<file path="src/hdl/t16fd_pkg.sv">
// Shared types, format codes and field-count table for the Thumb format decoder.
package t16fd_pkg;

  // Format numbers, in the usual order of the Thumb formats.
  typedef logic [4:0] fmt_t;

  localparam fmt_t FMT_UNDEF       = 5'd0;
  localparam fmt_t FMT_MOVE_SHIFT  = 5'd1;
  localparam fmt_t FMT_ADD_SUB     = 5'd2;
  localparam fmt_t FMT_IMM_OP      = 5'd3;
  localparam fmt_t FMT_ALU_OP      = 5'd4;
  localparam fmt_t FMT_HI_REG_BX   = 5'd5;
  localparam fmt_t FMT_PC_LOAD     = 5'd6;
  localparam fmt_t FMT_LDST_REG    = 5'd7;
  localparam fmt_t FMT_LDST_SIGN   = 5'd8;
  localparam fmt_t FMT_LDST_IMM    = 5'd9;
  localparam fmt_t FMT_LDST_HALF   = 5'd10;
  localparam fmt_t FMT_SP_LDST     = 5'd11;
  localparam fmt_t FMT_LOAD_ADDR   = 5'd12;
  localparam fmt_t FMT_SP_ADJUST   = 5'd13;
  localparam fmt_t FMT_PUSH_POP    = 5'd14;
  localparam fmt_t FMT_LDM_STM     = 5'd15;
  localparam fmt_t FMT_COND_BRANCH = 5'd16;
  localparam fmt_t FMT_SWI         = 5'd17;
  localparam fmt_t FMT_BRANCH      = 5'd18;
  localparam fmt_t FMT_LONG_BL     = 5'd19;

  // Classification handed from the classifier to the field slicer.
  typedef struct packed {
    fmt_t       fmt;
    logic [3:0] count;
  } t16fd_class_t;

  // Decoded fields, lowest first; unused slots are zero.
  typedef struct packed {
    logic [15:0] f0;
    logic [4:0]  f1;
    logic [4:0]  f2;
    logic [2:0]  f3;
    logic [2:0]  f4;
    logic [2:0]  f5;
    logic [2:0]  f6;
    logic [2:0]  f7;
  } t16fd_fields_t;

  // Number of fields that each format cuts the word into.
  function automatic logic [3:0] fmt_field_count(input fmt_t fmt);
    logic [3:0] n;
    n = 4'd1;
    unique case (fmt)
      FMT_MOVE_SHIFT, FMT_ALU_OP, FMT_SP_LDST,
      FMT_LOAD_ADDR, FMT_LDM_STM:                  n = 4'd5;
      FMT_ADD_SUB, FMT_HI_REG_BX:                  n = 4'd7;
      FMT_IMM_OP, FMT_PC_LOAD, FMT_SP_ADJUST,
      FMT_COND_BRANCH, FMT_LONG_BL:                n = 4'd4;
      FMT_LDST_REG, FMT_LDST_SIGN:                 n = 4'd8;
      FMT_LDST_IMM, FMT_LDST_HALF, FMT_PUSH_POP:   n = 4'd6;
      FMT_SWI, FMT_BRANCH:                         n = 4'd3;
      default:                                     n = 4'd1;
    endcase
    return n;
  endfunction

endpackage

</file>
<file path="src/hdl/t16fd_classify.sv">
// Format classifier: maps an instruction word to its Thumb format and field count.
module t16fd_classify import t16fd_pkg::*; (
  input  logic [15:0]  instr,
  output t16fd_class_t cls
);

  fmt_t fmt;

  // The top five bits pick the group; bits 11..8 settle the open groups.
  always_comb begin
    fmt = FMT_UNDEF;
    unique casez (instr[15:11])
      5'b000_00, 5'b000_01, 5'b000_10: fmt = FMT_MOVE_SHIFT;
      5'b000_11: fmt = FMT_ADD_SUB;
      5'b001_??: fmt = FMT_IMM_OP;
      5'b010_00: fmt = instr[10] ? FMT_HI_REG_BX : FMT_ALU_OP;
      5'b010_01: fmt = FMT_PC_LOAD;
      5'b010_1?: fmt = instr[9] ? FMT_LDST_SIGN : FMT_LDST_REG;
      5'b011_??: fmt = FMT_LDST_IMM;
      5'b100_0?: fmt = FMT_LDST_HALF;
      5'b100_1?: fmt = FMT_SP_LDST;
      5'b101_0?: fmt = FMT_LOAD_ADDR;
      5'b101_10: begin
        // Miscellaneous group: stack adjust, push/pop, anything else undefined.
        if (instr[11:8] == 4'b0000) begin
          fmt = FMT_SP_ADJUST;
        end else if (instr[10:9] == 2'b10) begin
          fmt = FMT_PUSH_POP;
        end else begin
          fmt = FMT_UNDEF;
        end
      end
      5'b101_11: fmt = FMT_PUSH_POP;
      5'b110_0?: fmt = FMT_LDM_STM;
      5'b110_10: fmt = FMT_COND_BRANCH;
      5'b110_11: fmt = (instr[11:8] == 4'b1111) ? FMT_SWI : FMT_COND_BRANCH;
      5'b111_00: fmt = FMT_BRANCH;
      5'b111_01: fmt = FMT_UNDEF;
      5'b111_1?: fmt = FMT_LONG_BL;
      default:   fmt = FMT_UNDEF;
    endcase
  end

  assign cls.fmt   = fmt;
  assign cls.count = fmt_field_count(fmt);

endmodule

</file>
<file path="src/hdl/t16fd_slice.sv">
// Field slicer: cuts the instruction word into the fields of its format.
module t16fd_slice import t16fd_pkg::*; (
  input  logic [15:0]   instr,
  input  t16fd_class_t  cls,
  output t16fd_fields_t fields
);

  // Each format has a fixed layout from bit 0 upward; unused slots stay zero.
  always_comb begin
    fields = '0;
    unique case (cls.fmt)
      FMT_MOVE_SHIFT: begin
        fields.f0 = {13'd0, instr[2:0]};
        fields.f1 = {2'd0, instr[5:3]};
        fields.f2 = instr[10:6];
        fields.f3 = {1'b0, instr[12:11]};
        fields.f4 = instr[15:13];
      end
      FMT_ADD_SUB: begin
        fields.f0 = {13'd0, instr[2:0]};
        fields.f1 = {2'd0, instr[5:3]};
        fields.f2 = {2'd0, instr[8:6]};
        fields.f3 = {2'd0, instr[9]};
        fields.f4 = {2'd0, instr[10]};
        fields.f5 = {1'b0, instr[12:11]};
        fields.f6 = instr[15:13];
      end
      FMT_IMM_OP, FMT_PC_LOAD, FMT_SP_ADJUST: begin
        fields.f0 = {8'd0, instr[7:0]};
        fields.f1 = {2'd0, instr[10:8]};
        fields.f2 = {3'd0, instr[12:11]};
        fields.f3 = instr[15:13];
      end
      FMT_ALU_OP: begin
        fields.f0 = {13'd0, instr[2:0]};
        fields.f1 = {2'd0, instr[5:3]};
        fields.f2 = {1'b0, instr[9:6]};
        fields.f3 = instr[12:10];
        fields.f4 = instr[15:13];
      end
      FMT_HI_REG_BX: begin
        fields.f0 = {13'd0, instr[2:0]};
        fields.f1 = {2'd0, instr[5:3]};
        fields.f2 = {4'd0, instr[6]};
        fields.f3 = {2'd0, instr[7]};
        fields.f4 = {1'b0, instr[9:8]};
        fields.f5 = instr[12:10];
        fields.f6 = instr[15:13];
      end
      FMT_LDST_REG, FMT_LDST_SIGN: begin
        fields.f0 = {13'd0, instr[2:0]};
        fields.f1 = {2'd0, instr[5:3]};
        fields.f2 = {2'd0, instr[8:6]};
        fields.f3 = {2'd0, instr[9]};
        fields.f4 = {2'd0, instr[10]};
        fields.f5 = {2'd0, instr[11]};
        fields.f6 = {2'd0, instr[12]};
        fields.f7 = instr[15:13];
      end
      FMT_LDST_IMM, FMT_LDST_HALF: begin
        fields.f0 = {13'd0, instr[2:0]};
        fields.f1 = {2'd0, instr[5:3]};
        fields.f2 = instr[10:6];
        fields.f3 = {2'd0, instr[11]};
        fields.f4 = {2'd0, instr[12]};
        fields.f5 = instr[15:13];
      end
      FMT_SP_LDST, FMT_LOAD_ADDR, FMT_LDM_STM: begin
        fields.f0 = {8'd0, instr[7:0]};
        fields.f1 = {2'd0, instr[10:8]};
        fields.f2 = {4'd0, instr[11]};
        fields.f3 = {2'd0, instr[12]};
        fields.f4 = instr[15:13];
      end
      FMT_PUSH_POP: begin
        fields.f0 = {8'd0, instr[7:0]};
        fields.f1 = {4'd0, instr[8]};
        fields.f2 = {3'd0, instr[10:9]};
        fields.f3 = {2'd0, instr[11]};
        fields.f4 = {2'd0, instr[12]};
        fields.f5 = instr[15:13];
      end
      FMT_COND_BRANCH: begin
        fields.f0 = {8'd0, instr[7:0]};
        fields.f1 = {1'b0, instr[11:8]};
        fields.f2 = {4'd0, instr[12]};
        fields.f3 = instr[15:13];
      end
      FMT_SWI: begin
        fields.f0 = {8'd0, instr[7:0]};
        fields.f1 = instr[12:8];
        fields.f2 = {2'd0, instr[15:13]};
      end
      FMT_BRANCH: begin
        fields.f0 = {5'd0, instr[10:0]};
        fields.f1 = {3'd0, instr[12:11]};
        fields.f2 = {2'd0, instr[15:13]};
      end
      FMT_LONG_BL: begin
        fields.f0 = {5'd0, instr[10:0]};
        fields.f1 = {4'd0, instr[11]};
        fields.f2 = {4'd0, instr[12]};
        fields.f3 = instr[15:13];
      end
      default: begin
        // Undefined word: the whole word is the only field.
        fields.f0 = instr;
      end
    endcase
  end

endmodule

</file>
<file path="src/hdl/thumb16_format_field_decoder_top.sv">
// Top level of the Thumb 16-bit instruction format and field decoder.
//
//   Channel  Ports                                   Handshake
//   request  start, busy, in_instr                   taken when start && !busy
//   result   out_valid, out_format_type,             one-cycle strobe, no back-pressure
//            out_field_count, out_field0..7
//
// One request is taken every clock cycle; busy is never raised.
// A request passes through the input register, the decode and the result register before its result appears.
// The decode is a single pass through the classifier and the field slicer.
// Reset (rst_n low, synchronous) clears the valid flags; data registers are not reset.
// The receiver cannot stall, so no result is ever held back.
module thumb16_format_field_decoder_top import t16fd_pkg::*; (
  input  logic        clk,
  input  logic        rst_n,
  input  logic        start,
  output logic        busy,
  input  logic [15:0] in_instr,
  output logic        out_valid,
  output logic [4:0]  out_format_type,
  output logic [3:0]  out_field_count,
  output logic [15:0] out_field0,
  output logic [4:0]  out_field1,
  output logic [4:0]  out_field2,
  output logic [2:0]  out_field3,
  output logic [2:0]  out_field4,
  output logic [2:0]  out_field5,
  output logic [2:0]  out_field6,
  output logic [2:0]  out_field7
);

  logic          in_valid_r;
  logic          in_valid_nxt;
  logic [15:0]   instr_r;
  logic          out_valid_r;
  t16fd_class_t  cls;
  t16fd_fields_t fields;
  t16fd_class_t  cls_r;
  t16fd_fields_t fields_r;

  // The decoder never stalls a request.
  assign busy         = 1'b0;
  assign in_valid_nxt = start && !busy;

  // Input register.
  always_ff @(posedge clk) begin
    if (!rst_n) begin
      in_valid_r <= 1'b0;
    end else begin
      in_valid_r <= in_valid_nxt;
    end
  end

  always_ff @(posedge clk) begin
    if (in_valid_nxt) begin
      instr_r <= in_instr;
    end
  end

  // Single decode pass between the two registers.
  t16fd_classify u_classify (
    .instr (instr_r),
    .cls   (cls)
  );

  t16fd_slice u_slice (
    .instr  (instr_r),
    .cls    (cls),
    .fields (fields)
  );

  // Result register.
  always_ff @(posedge clk) begin
    if (!rst_n) begin
      out_valid_r <= 1'b0;
    end else begin
      out_valid_r <= in_valid_r;
    end
  end

  always_ff @(posedge clk) begin
    if (in_valid_r) begin
      cls_r    <= cls;
      fields_r <= fields;
    end
  end

  assign out_valid       = out_valid_r;
  assign out_format_type = cls_r.fmt;
  assign out_field_count = cls_r.count;
  assign out_field0      = fields_r.f0;
  assign out_field1      = fields_r.f1;
  assign out_field2      = fields_r.f2;
  assign out_field3      = fields_r.f3;
  assign out_field4      = fields_r.f4;
  assign out_field5      = fields_r.f5;
  assign out_field6      = fields_r.f6;
  assign out_field7      = fields_r.f7;

  // Every request yields a result after passing the input and result registers.
  assert property (@(posedge clk) disable iff (!rst_n)
    start && !busy |=> ##1 out_valid)
    else $error("request did not produce a result two cycles later");

  // A result strobe needs the input register to have held a valid request.
  assert property (@(posedge clk) disable iff (!rst_n)
    out_valid |-> $past(in_valid_r))
    else $error("result strobe without a pending request");

  // The field count stays within one to eight.
  assert property (@(posedge clk) disable iff (!rst_n)
    out_valid |-> (out_field_count != 4'd0) && (out_field_count <= 4'd8))
    else $error("field count out of range");

  // An undefined word has a single field and nothing in the upper slots.
  assert property (@(posedge clk) disable iff (!rst_n)
    out_valid && (out_format_type == FMT_UNDEF) |->
      (out_field_count == 4'd1) && (out_field1 == 5'd0) && (out_field7 == 3'd0))
    else $error("undefined word decoded with extra fields");

endmodule
</file>
<file path="config.mk">
export PLATFORM = sky130hd
export DESIGN_NAME = thumb16_format_field_decoder_top
export DESIGN_NICKNAME = d
export VERILOG_FILES = /design/src/hdl/t16fd_pkg.sv /design/src/hdl/t16fd_classify.sv /design/src/hdl/t16fd_slice.sv /design/src/hdl/thumb16_format_field_decoder_top.sv
export SDC_FILE = /design/constraint.sdc
export NUM_CORES = 1
export LEC_CHECK = 0
export BUFFER_PORTS_ARGS = -buffer_cell sky130_fd_sc_hd__buf_2
export CAP_MARGIN = 25
export CORE_AREA = 2 2 85 87
export CTS_CLUSTER_DIAMETER = 60
export DETAILED_ROUTE_END_ITERATION = 16
export DIE_AREA = 0 0 87 89
export PLACE_DENSITY = 0.73
export SKIP_CTS_REPAIR_TIMING = 1
export SLEW_MARGIN = 20
export SYNTH_ARGS = -nofsm -noshare
export SYNTH_HDL_FRONTEND = slang
export SYNTH_SLANG_ARGS = --single-unit
</file>
<file path="constraint.sdc">
create_clock -name clk -period 6.6 [get_ports clk]
set_input_delay 0.66 -clock clk [delete_from_list [all_inputs] [get_ports clk]]
set_output_delay 0.66 -clock clk [all_outputs]
set_load 0.03 [all_outputs]
</file>
# Word-level counts from Yosys, hierarchy flattened
# Memory sizes are Yosys's and may differ from the RTL's. A register that Yosys moved wholly into a read port is not among the register bits.
# Index checks and enable logic that the tools add are counted.
[totals]
regBits = 64
word_cells = 80
memories = 1
input_bits = 19
mem_bits_ro = 128
out_inout_bits = 52
[memory_table]
columns = ["memory", "words", "word_bits", "rd", "rd_ports_with_merged_regs", "wr", "line", "rtl"]
rows = [
  ["(no name shown)", 32, 4, 1, 1, 0, "t16fd_pkg.sv:50", "unique case (fmt)"],
]
[op_classes]
eq_ne = 40
muxes = 12
n_reduce_logical = 15
[op_table]
columns = ["operator", "count"]
rows = [
  ["$pmux W10 S11", 1],
  ["$pmux W5 S18", 1],
  ["$eq A5 B4 Y1 const B", 10],
  ["$eq A5 B5 Y1 const B", 10],
  ["$pmux W16 S3", 1],
  ["$eq A4 B4 Y1 const B", 6],
  ["$pmux W3 S4", 2],
  ["$pmux W3 S7", 1],
  ["$eq A5 B2 Y1 const B", 4],
  ["$eq A5 B3 Y1 const B", 4],
  ["$reduce_or A3 Y1", 6],
  ["$eq A5 B1 Y1 const B", 2],
  ["$reduce_or A5 Y1", 2],
  ["$reduce_or A9 Y1", 1],
  ["$mux W4", 2],
  ["$reduce_or A8 Y1", 1],
  ["$pmux W3 S2", 1],
  ["$reduce_or A2 Y1", 3],
  ["$logic_not A5 Y1", 1],
  ["$mux W5", 1],
  ["$eq A4 B3 Y1 const B", 1],
  ["$logic_not A4 Y1", 1],
  ["$eq A3 B1 Y1 const B", 1],
  ["$eq A3 B2 Y1 const B", 1],
  ["2 further kinds", 3],
]

# Logic depth before layout (Yosys ltp)
# Gate-level depths: netlist of run 1.
[logic_depth]
ltp_word = 7
ltp_mapped = 16
mapped_depth_nobuf = 13

# Modules after synthesis
# Synthesis of run 1 repeated with hierarchy kept, for this count alone.
[unflattened]
hier_cells = 290
area_unflattened_um2 = 3524.6
[by_module_without_submodules]
columns = ["module", "instances", "area_per_inst_um2", "cells_per_inst", "seq_area_each_um2"]
rows = [
  ["thumb16_format_field_decoder_top", 1, 2045.7, 72, 2021.9],
  ["t16fd_slice", 1, 977.2, 146, 0.0],
  ["t16fd_classify", 1, 501.7, 72, 0.0],
]

# Worst setup path before layout of run 1
# OpenSTA, ideal clock, no wires.
[synth_path]
path_kind = "register -> register"
startpoint = "register instr_r[14]"
endpoint = "register fields_r, in the netlist out_field1[1], data pin"
setup_time_ns = 0.261
period_less_slack_ns = 3.468
arrival_time_ns = 3.208
t_required_ns = 6.339
path_buffers = 3
path_slack_ns = 3.132
stages_incl_launch_ff = 13
path_cell_list = "edfxtp_1 > buf_2 > buf_1 > mux2i_1 > nor2_1 > a2111oi_0 > inv_1 > ha_1 > a311oi_1 > o21ai_1 > or3_1 > buf_6 > a221o_1"
[synth_lines]
columns = ["item", "line", "rtl"]
rows = [
  ["start, declared", "thumb16_format_field_decoder_top.sv:34", "logic [15:0] instr_r;"],
  ["start signal, assigned", "thumb16_format_field_decoder_top.sv:56", "instr_r <= in_instr;"],
  ["end signal, assigned", "thumb16_format_field_decoder_top.sv:84", "fields_r <= fields;"],
  ["end, declared", "thumb16_format_field_decoder_top.sv:39", "t16fd_fields_t fields_r;"],
]

==> reports/metrics.cfg, run 1 <==
[detailed_routing]
drc = 0
ant_nets = 0
via_count = 2557
first_iter_violations = 262
wl_mm = 7.366
wire_per_inst_um = 17.29
routed_via_density = 6.002
drt-pass1-iter-count = 5

[die]
num_rows = 30
initial_core_util_pct = 50.04
die_h_um = 89
core_area_sq_um = 6719
die_area_sq_um = 7743
die_w_um = 87
io_pins = 71

[cts]
cts-root-buf = clkbuf_8
h-tree-depth = 3
cts_num_sinks = 68
clk_latency_ns = 0.34
cts_buffers = 9
max-clock-path-buffers = 2
cts.clk_slew.worst_paths_ns = 0.07
cts_tree = done

[global_routing]
grt_max_degree = 28
grt_pass1_vias = 2277
gr-total-overflow = 0
grt_use_total_pct = 19.80
grt_antenna_before_repair = 0
grt_pass1_wl_mm = 11.54

[power_and_ir_drop]
switching_share_pct = 32.39
switching_power_mw = 0.3868
p_leak_nw = 1.499
clock_power_share_pct = 27.5
power.internal_mw = 0.8075
seqPwrFrac_pct = 47.2
power_density_nw_per_um2 = 303.9
combPwrFrac_pct = 25.3
worst_ir_drop_vdd_uv = 197.4

[sta]
slew_headroom_pct = 40.42
setup-violations-final = 0
finalHoldViolCount = 0
clock.fmax_mhz = 222.6
tightest_slew_ns = 0.8712
finalCritPeriodShare_pct = 68.08
final.setup.tns_ns = 0
period_needed_ns = 4.493
finalMaxSlewViolations = 0
rsz0062_at_grt = false
skew_ns = 0.009041

[yosys]
netlist_top_cells_area = edfxtp_1, a21oi_1, nand2_1
syn-cell-area_sq_um = 3362
synthCells = 279
synth-main-ff-cell = edfxtp_1
syn_area_per_cell_sq_um = 12.05
yosysSeqAreaShare_pct = 60.14
synth-seq-cells = 68
yosys.area.top_type = edfxtp_1
synth_edf_count = 66
async_flop_share_pct = 0
synth.distinct_cells = 61
synth_fp_nets = 302
yosysTopAreaCellShare_pct = 58.95
yosysWarnings = 0

[setup_path]
cp.arrival_ns = 4.59
path_max_fanout = 25
startpoint_type = register
cp-end-kind = register
crit_required_ns = 6.70
critPathKind = register to register

[placed_design]
io_buffers = 69
finalWeightedCongestion = 0.9657
dp_hpwl_mm = 5.102

[finish]
final_common_cell = buf_2
final_nets = 364
antennaDiodeCount = 0
drive_gt1_share_pct = 29.19
utilization_pct = 58.49
areaGrowthSynthToFinish_pct = 16.90
final_cell_mix = buf_2, edfxtp_1, a21oi_1, nand2_1, nor2_1

[min_path]
hold_class = register to register

[flow_run]
maxCapViolations = 0

[run_status]
status = finished clean

stage by stage:
stage	area (sq um)	setup WS [ns]	total power [mW]	hold slack, ns	std cells
final	3930	2.107	1.194	0.4241	426
after global routing	3930	1.820	1.252	0.4367	426
after CTS	3930	2.175	1.199	0.4258	426
after detailed placement	3739	2.185	0.8727	0.4052	410
after global placement	3711	2.386	0.8664	0.4033	409
after floorplan	3362	3.132	0.7976	0.4003	279
final cells by class:
| class | count | area (sq um) |
|---|---|---|
| inverters | 13 | 53.80 |
| clock buffers | 10 | 127.6 |
| fillers | 552 | 2789 |
| clock inverters | 6 | 63.81 |
| multi-input cells | 179 | 1189 |
| repair buffers | 70 | 372.9 |
| flip-flops and latches | 68 | 2023 |
| well taps | 80 | 100.1 |
Yosys cell counts (3+ instances only):
master and count:
nand3_1 6, edfxtp_1 66, a221o_1 4, nor2_1 16, ha_1 4, nor2b_1 9
and3_1 6, nor3_2 5, inv_1 11, nor3_1 10, a21oi_1 20, a22oi_1 3
a22o_1 5, buf_2 3, a222oi_1 3, a21boi_0 4, o21ai_0 10, mux2i_1 3
and2_1 7, nand2_1 20, nand2b_1 3, clkbuf_1 10
cells by family (layout without fill, tap and decap cells):
logic type	count (synthesis)	after routing	share of synthesized area (%)
AO/OA/AOI/OAI	77	77	16.71
buffers and inverters	32	99	4.503
AND/OR/NAND/NOR	93	93	15.89
XOR/XNOR	1	1	0.2606
multiplexers	3	3	0.8932
other	1	1	0.1115
adder cells (fa/ha/maj)	4	4	1.489
flip-flops	68	68	60.14
critical path, stage by stage, from the launching register on:
cell and delay, ns:
edfxtp_1 0.91, inv_1 0.31, a31oi_1 0.22, mux2i_1 0.09, a2111oi_0 0.69, inv_1 0.21
ha_1 0.42, a311oi_1 0.29, o21ai_1 0.18, or3_1 0.51, a221o_1 0.40
final timing paths:
check / from / end / slack [ns] / cells past startpoint
max: instr_r[12]$_DFFE_PP_ / out_field1[0]$_DFFE_PP_ / 2.11 / 10
min: instr_r[1]$_DFFE_PP_ / out_field0[1]$_DFFE_PP_ / 0.42 / 0
max reg2reg: instr_r[12]$_DFFE_PP_ / out_field1[0]$_DFFE_PP_ / 2.11 / 10
min reg2reg: instr_r[1]$_DFFE_PP_ / out_field0[1]$_DFFE_PP_ / 0.42 / 0
power by group through the flow:
stage	registers [mW]	clock network (mW)	logic, mW
after floorplan	0.623	0	0.175
after global placement	0.575	0	0.292
after detailed placement	0.573	0	0.299
after CTS	0.564	0.334	0.300
after global routing	0.568	0.358	0.327
final	0.564	0.329	0.302
per-layer routing:
layer	wire length, um	vias up	track usage [%]
met4	230	0	9.659
met1	3028	1206	26.02
met5	0	-	0
li1	-	1187	-
met3	556	27	4.801
met2	3550	137	30.95
sequential cells by signal, indices dropped and copies added (netlist names):
signal	cells
out_field1	5
out_valid	1
out_field6	3
out_field4	3
out_field7	3
out_format_type	5
out_field2	5
out_field0	16
out_field5	3
out_field3	3
out_field_count	4
in_valid_r	1
instr_r	16
(Power assumes the default switching activity.)
==> inputs of run 2 (changes only) <==
- ABC_AREA: default -> 1
- CORE_AREA: 2 2 85 87 -> 2 2 87 89
- DIE_AREA: 0 0 87 89 -> 0 0 89 91
- PLACE_DENSITY: 0.73 -> 0.74
- clock period: 6.6 -> 3.8 ns (I/O delays scaled with it)
==> run 2 against run 1 <==
Compared with the run above: global-route usage is 2.1 points higher; largest cell class unchanged; final area is 2.8% higher; sequential share of layout area is 1.4 points lower; clock power is 90% higher; largest power group unchanged; routed wire length is 11% higher.
==> reports/metrics.cfg, run 2 <==
[yosys]
synthCells = 338  ; was 279
yosysTopAreaCellShare_pct = 58.54  ; was 58.95%
synth_fp_nets = 361  ; was 302
synth-main-ff-cell = edfxtp_1  ; unchanged
synth-seq-cells = 68  ; unchanged
yosysSeqAreaShare_pct = 59.72  ; was 60.14%
netlist_top_cells_area = edfxtp_1, nand2_1, nor2_1  ; was edfxtp_1, a21oi_1, nand2_1
syn-cell-area_sq_um = 3386  ; was 3362 sq um
synth.most_common_cell = nand2_1  ; was edfxtp_1
synth_commonest_cells = nand2_1, edfxtp_1, nor2_1  ; was edfxtp_1, a21oi_1, nand2_1
yosys.area.top_type = edfxtp_1  ; unchanged
synth_edf_count = 66  ; unchanged
synth.distinct_cells = 34  ; was 61
syn_area_per_cell_sq_um = 10.02  ; was 12.05 sq um
async_flop_share_pct = 0  ; unchanged
yosysWarnings = 0  ; unchanged

[placed_design]
io_buffers = 69  ; unchanged
finalWeightedCongestion = 0.9608  ; was 0.9657
place_ws_ns = 0.4965  ; was 2.185 ns
dp_hpwl_mm = 6.029  ; was 5.102 mm
placed_area_sq_um = 3831  ; was 3739 sq um

[die]
die_w_um = 89  ; was 87 um
die_h_um = 91  ; was 89 um
die_area_sq_um = 8099  ; was 7743 sq um
initial_core_util_pct = 47.44  ; was 50.04%
core_area_sq_um = 7137  ; was 6719 sq um
io_pins = 71  ; unchanged
num_rows = 31  ; was 30

[finish]
areaGrowthSynthToFinish_pct = 19.36  ; was 16.90%
final_area_sq_um = 4041  ; was 3930 sq um
antennaDiodeCount = 0  ; unchanged
drive_gt1_share_pct = 28.40  ; was 29.19%
final_common_cell = nand2_1  ; was buf_2
final_nets = 437  ; was 364
final_cell_mix = nand2_1, buf_2, edfxtp_1, nor2_1, inv_1  ; was buf_2, edfxtp_1, a21oi_1, nand2_1, nor2_1

[global_routing]
grt_pass1_vias = 2616  ; was 2277
gr-total-overflow = 0  ; unchanged
grt_antenna_before_repair = 0  ; unchanged
grt_max_degree = 33  ; was 28
grt_use_total_pct = 21.89  ; was 19.80%
grt_pass1_wl_mm = 13.25  ; was 11.54 mm

[sta]
clock.fmax_mhz = 292.1  ; was 222.6 MHz
period_needed_ns = 3.424  ; was 4.493 ns
slew_headroom_pct = 62.81  ; was 40.42%
setup-violations-final = 0  ; unchanged
finalCritPeriodShare_pct = 90.10  ; was 68.08%
setup_slack_ns = 0.3761  ; was 2.107 ns
rsz0062_at_grt = false  ; unchanged
skew_ns = 0.006706  ; was 0.009041 ns
finalMaxSlewViolations = 0  ; unchanged
finalHoldViolCount = 0  ; unchanged
final.setup.tns_ns = 0  ; unchanged
tightest_slew_ns = 0.5579  ; was 0.8712 ns

[cts]
max-clock-path-buffers = 2  ; unchanged
cts_num_sinks = 68  ; unchanged
clk_latency_ns = 0.35  ; was 0.34 ns
cts_tree = done  ; unchanged
cts_buffers = 9  ; unchanged
cts.clk_slew.worst_paths_ns = 0.08  ; was 0.07 ns
h-tree-depth = 3  ; unchanged
cts-root-buf = clkbuf_8  ; unchanged

[detailed_routing]
wire_per_inst_um = 15.81  ; was 17.29 um
via_count = 2675  ; was 2557
drt-pass1-iter-count = 5  ; unchanged
wl_mm = 8.192  ; was 7.366 mm
ant_nets = 0  ; unchanged
drc = 0  ; unchanged
routed_via_density = 5.164  ; was 6.002
first_iter_violations = 256  ; was 262

[power_and_ir_drop]
worst_ir_drop_vdd_uv = 224.4  ; was 197.4 uV
p_leak_nw = 1.778  ; was 1.499 nW
power_density_nw_per_um2 = 542.0  ; was 303.9 nW/um^2

[setup_path]
cp.arrival_ns = 3.53  ; was 4.59 ns
crit_required_ns = 3.91  ; was 6.70 ns
path_max_fanout = 9  ; was 25
critPathKind = register to register  ; unchanged
startpoint_type = register  ; unchanged
cp-end-kind = register  ; unchanged

[run_status]
status = finished clean  ; unchanged

[flow_run]
maxCapViolations = 0  ; unchanged

[min_path]
hold_class = primary input to register  ; was register to register

[run 2: logic make-up (layout without fill, tap and decap cells)]
logic type               count (synthesis)  in the layout  share of synthesized area [%]
AND/OR/NAND/NOR                        183            183                          26.02
flip-flops                              68             68                          59.72
buffers and inverters                   46            127                          6.208
AO/OA/AOI/OAI                           36             36                          6.467
adder cells (fa/ha/maj)                  4              4                          1.478
other                                    1              1                         0.1108
[run 2: per-stage QoR]
stage / utilization, % / power, mW / cells / hold slack, ns
2_1_floorplan: - / 1.418 / 338 / 0.4003
3_3_place_gp: 53.40 / 1.566 / 501 / 0.4015
3_5_place_dp: 53.68 / 1.576 / 502 / 0.4065
4_1_cts: 56.63 / 2.194 / 518 / 0.1961
5_1_grt: 56.63 / 2.299 / 518 / 0.1922
6_report: 56.63 / 2.191 / 518 / 0.1987
[run 2: layout make-up]
type                       instances  area (sq um)
fill                             687          3095
sequential                        68          2023
multi-input combinational        224          1154
timing repair buffer              73         387.9
clock buffer                      11         151.4
inverter                          38         142.6
tap                               99         123.9
clock inverter                     5         58.81
[run 2: power by group]
part	total (mW)	internal [mW]	switching [mW]
sequential	0.970	0.933	0.0370
combinational	0.595	0.170	0.424
clock	0.626	0.340	0.286
total	2.19	1.44	0.747
[run 2: critical path: stages, from the launching register on]
cell	delay, ns
edfxtp_1	0.52
inv_2	0.21
nor2_2	0.08
nand3_1	0.13
inv_1	0.08
nand2_1	0.10
nand2_1	0.06
a2111oi_0	0.43
buf_4	0.21
inv_1	0.06
ha_1	0.28
nor2_1	0.15
nor2_1	0.06
nand3_1	0.18
nand3_1	0.16
nor2_4	0.28
inv_2	0.06
nand2_1	0.06
nand3_1	0.07
[run 2: final timing paths]
kind | slack, ns | cells after the start | endpoint | from
max reg2reg | 0.38 | 18 | out_field2[0]$_DFFE_PP_ | instr_r[14]$_DFFE_PP_
min | 0.20 | 1 | instr_r[3]$_DFFE_PP_ | in_instr[3]
max | 0.38 | 18 | out_field2[0]$_DFFE_PP_ | instr_r[14]$_DFFE_PP_
min reg2reg | 0.43 | 0 | out_field0[1]$_DFFE_PP_ | instr_r[1]$_DFFE_PP_
[run 2: metal layers]
layer	vias up	global-route usage [%]	share of wire, %
li1	1295	-	-
met1	1223	31.06	42
met2	141	32.46	47
met3	16	4.364	9.3
met4	0	9.577	2.0
met5	-	0	0
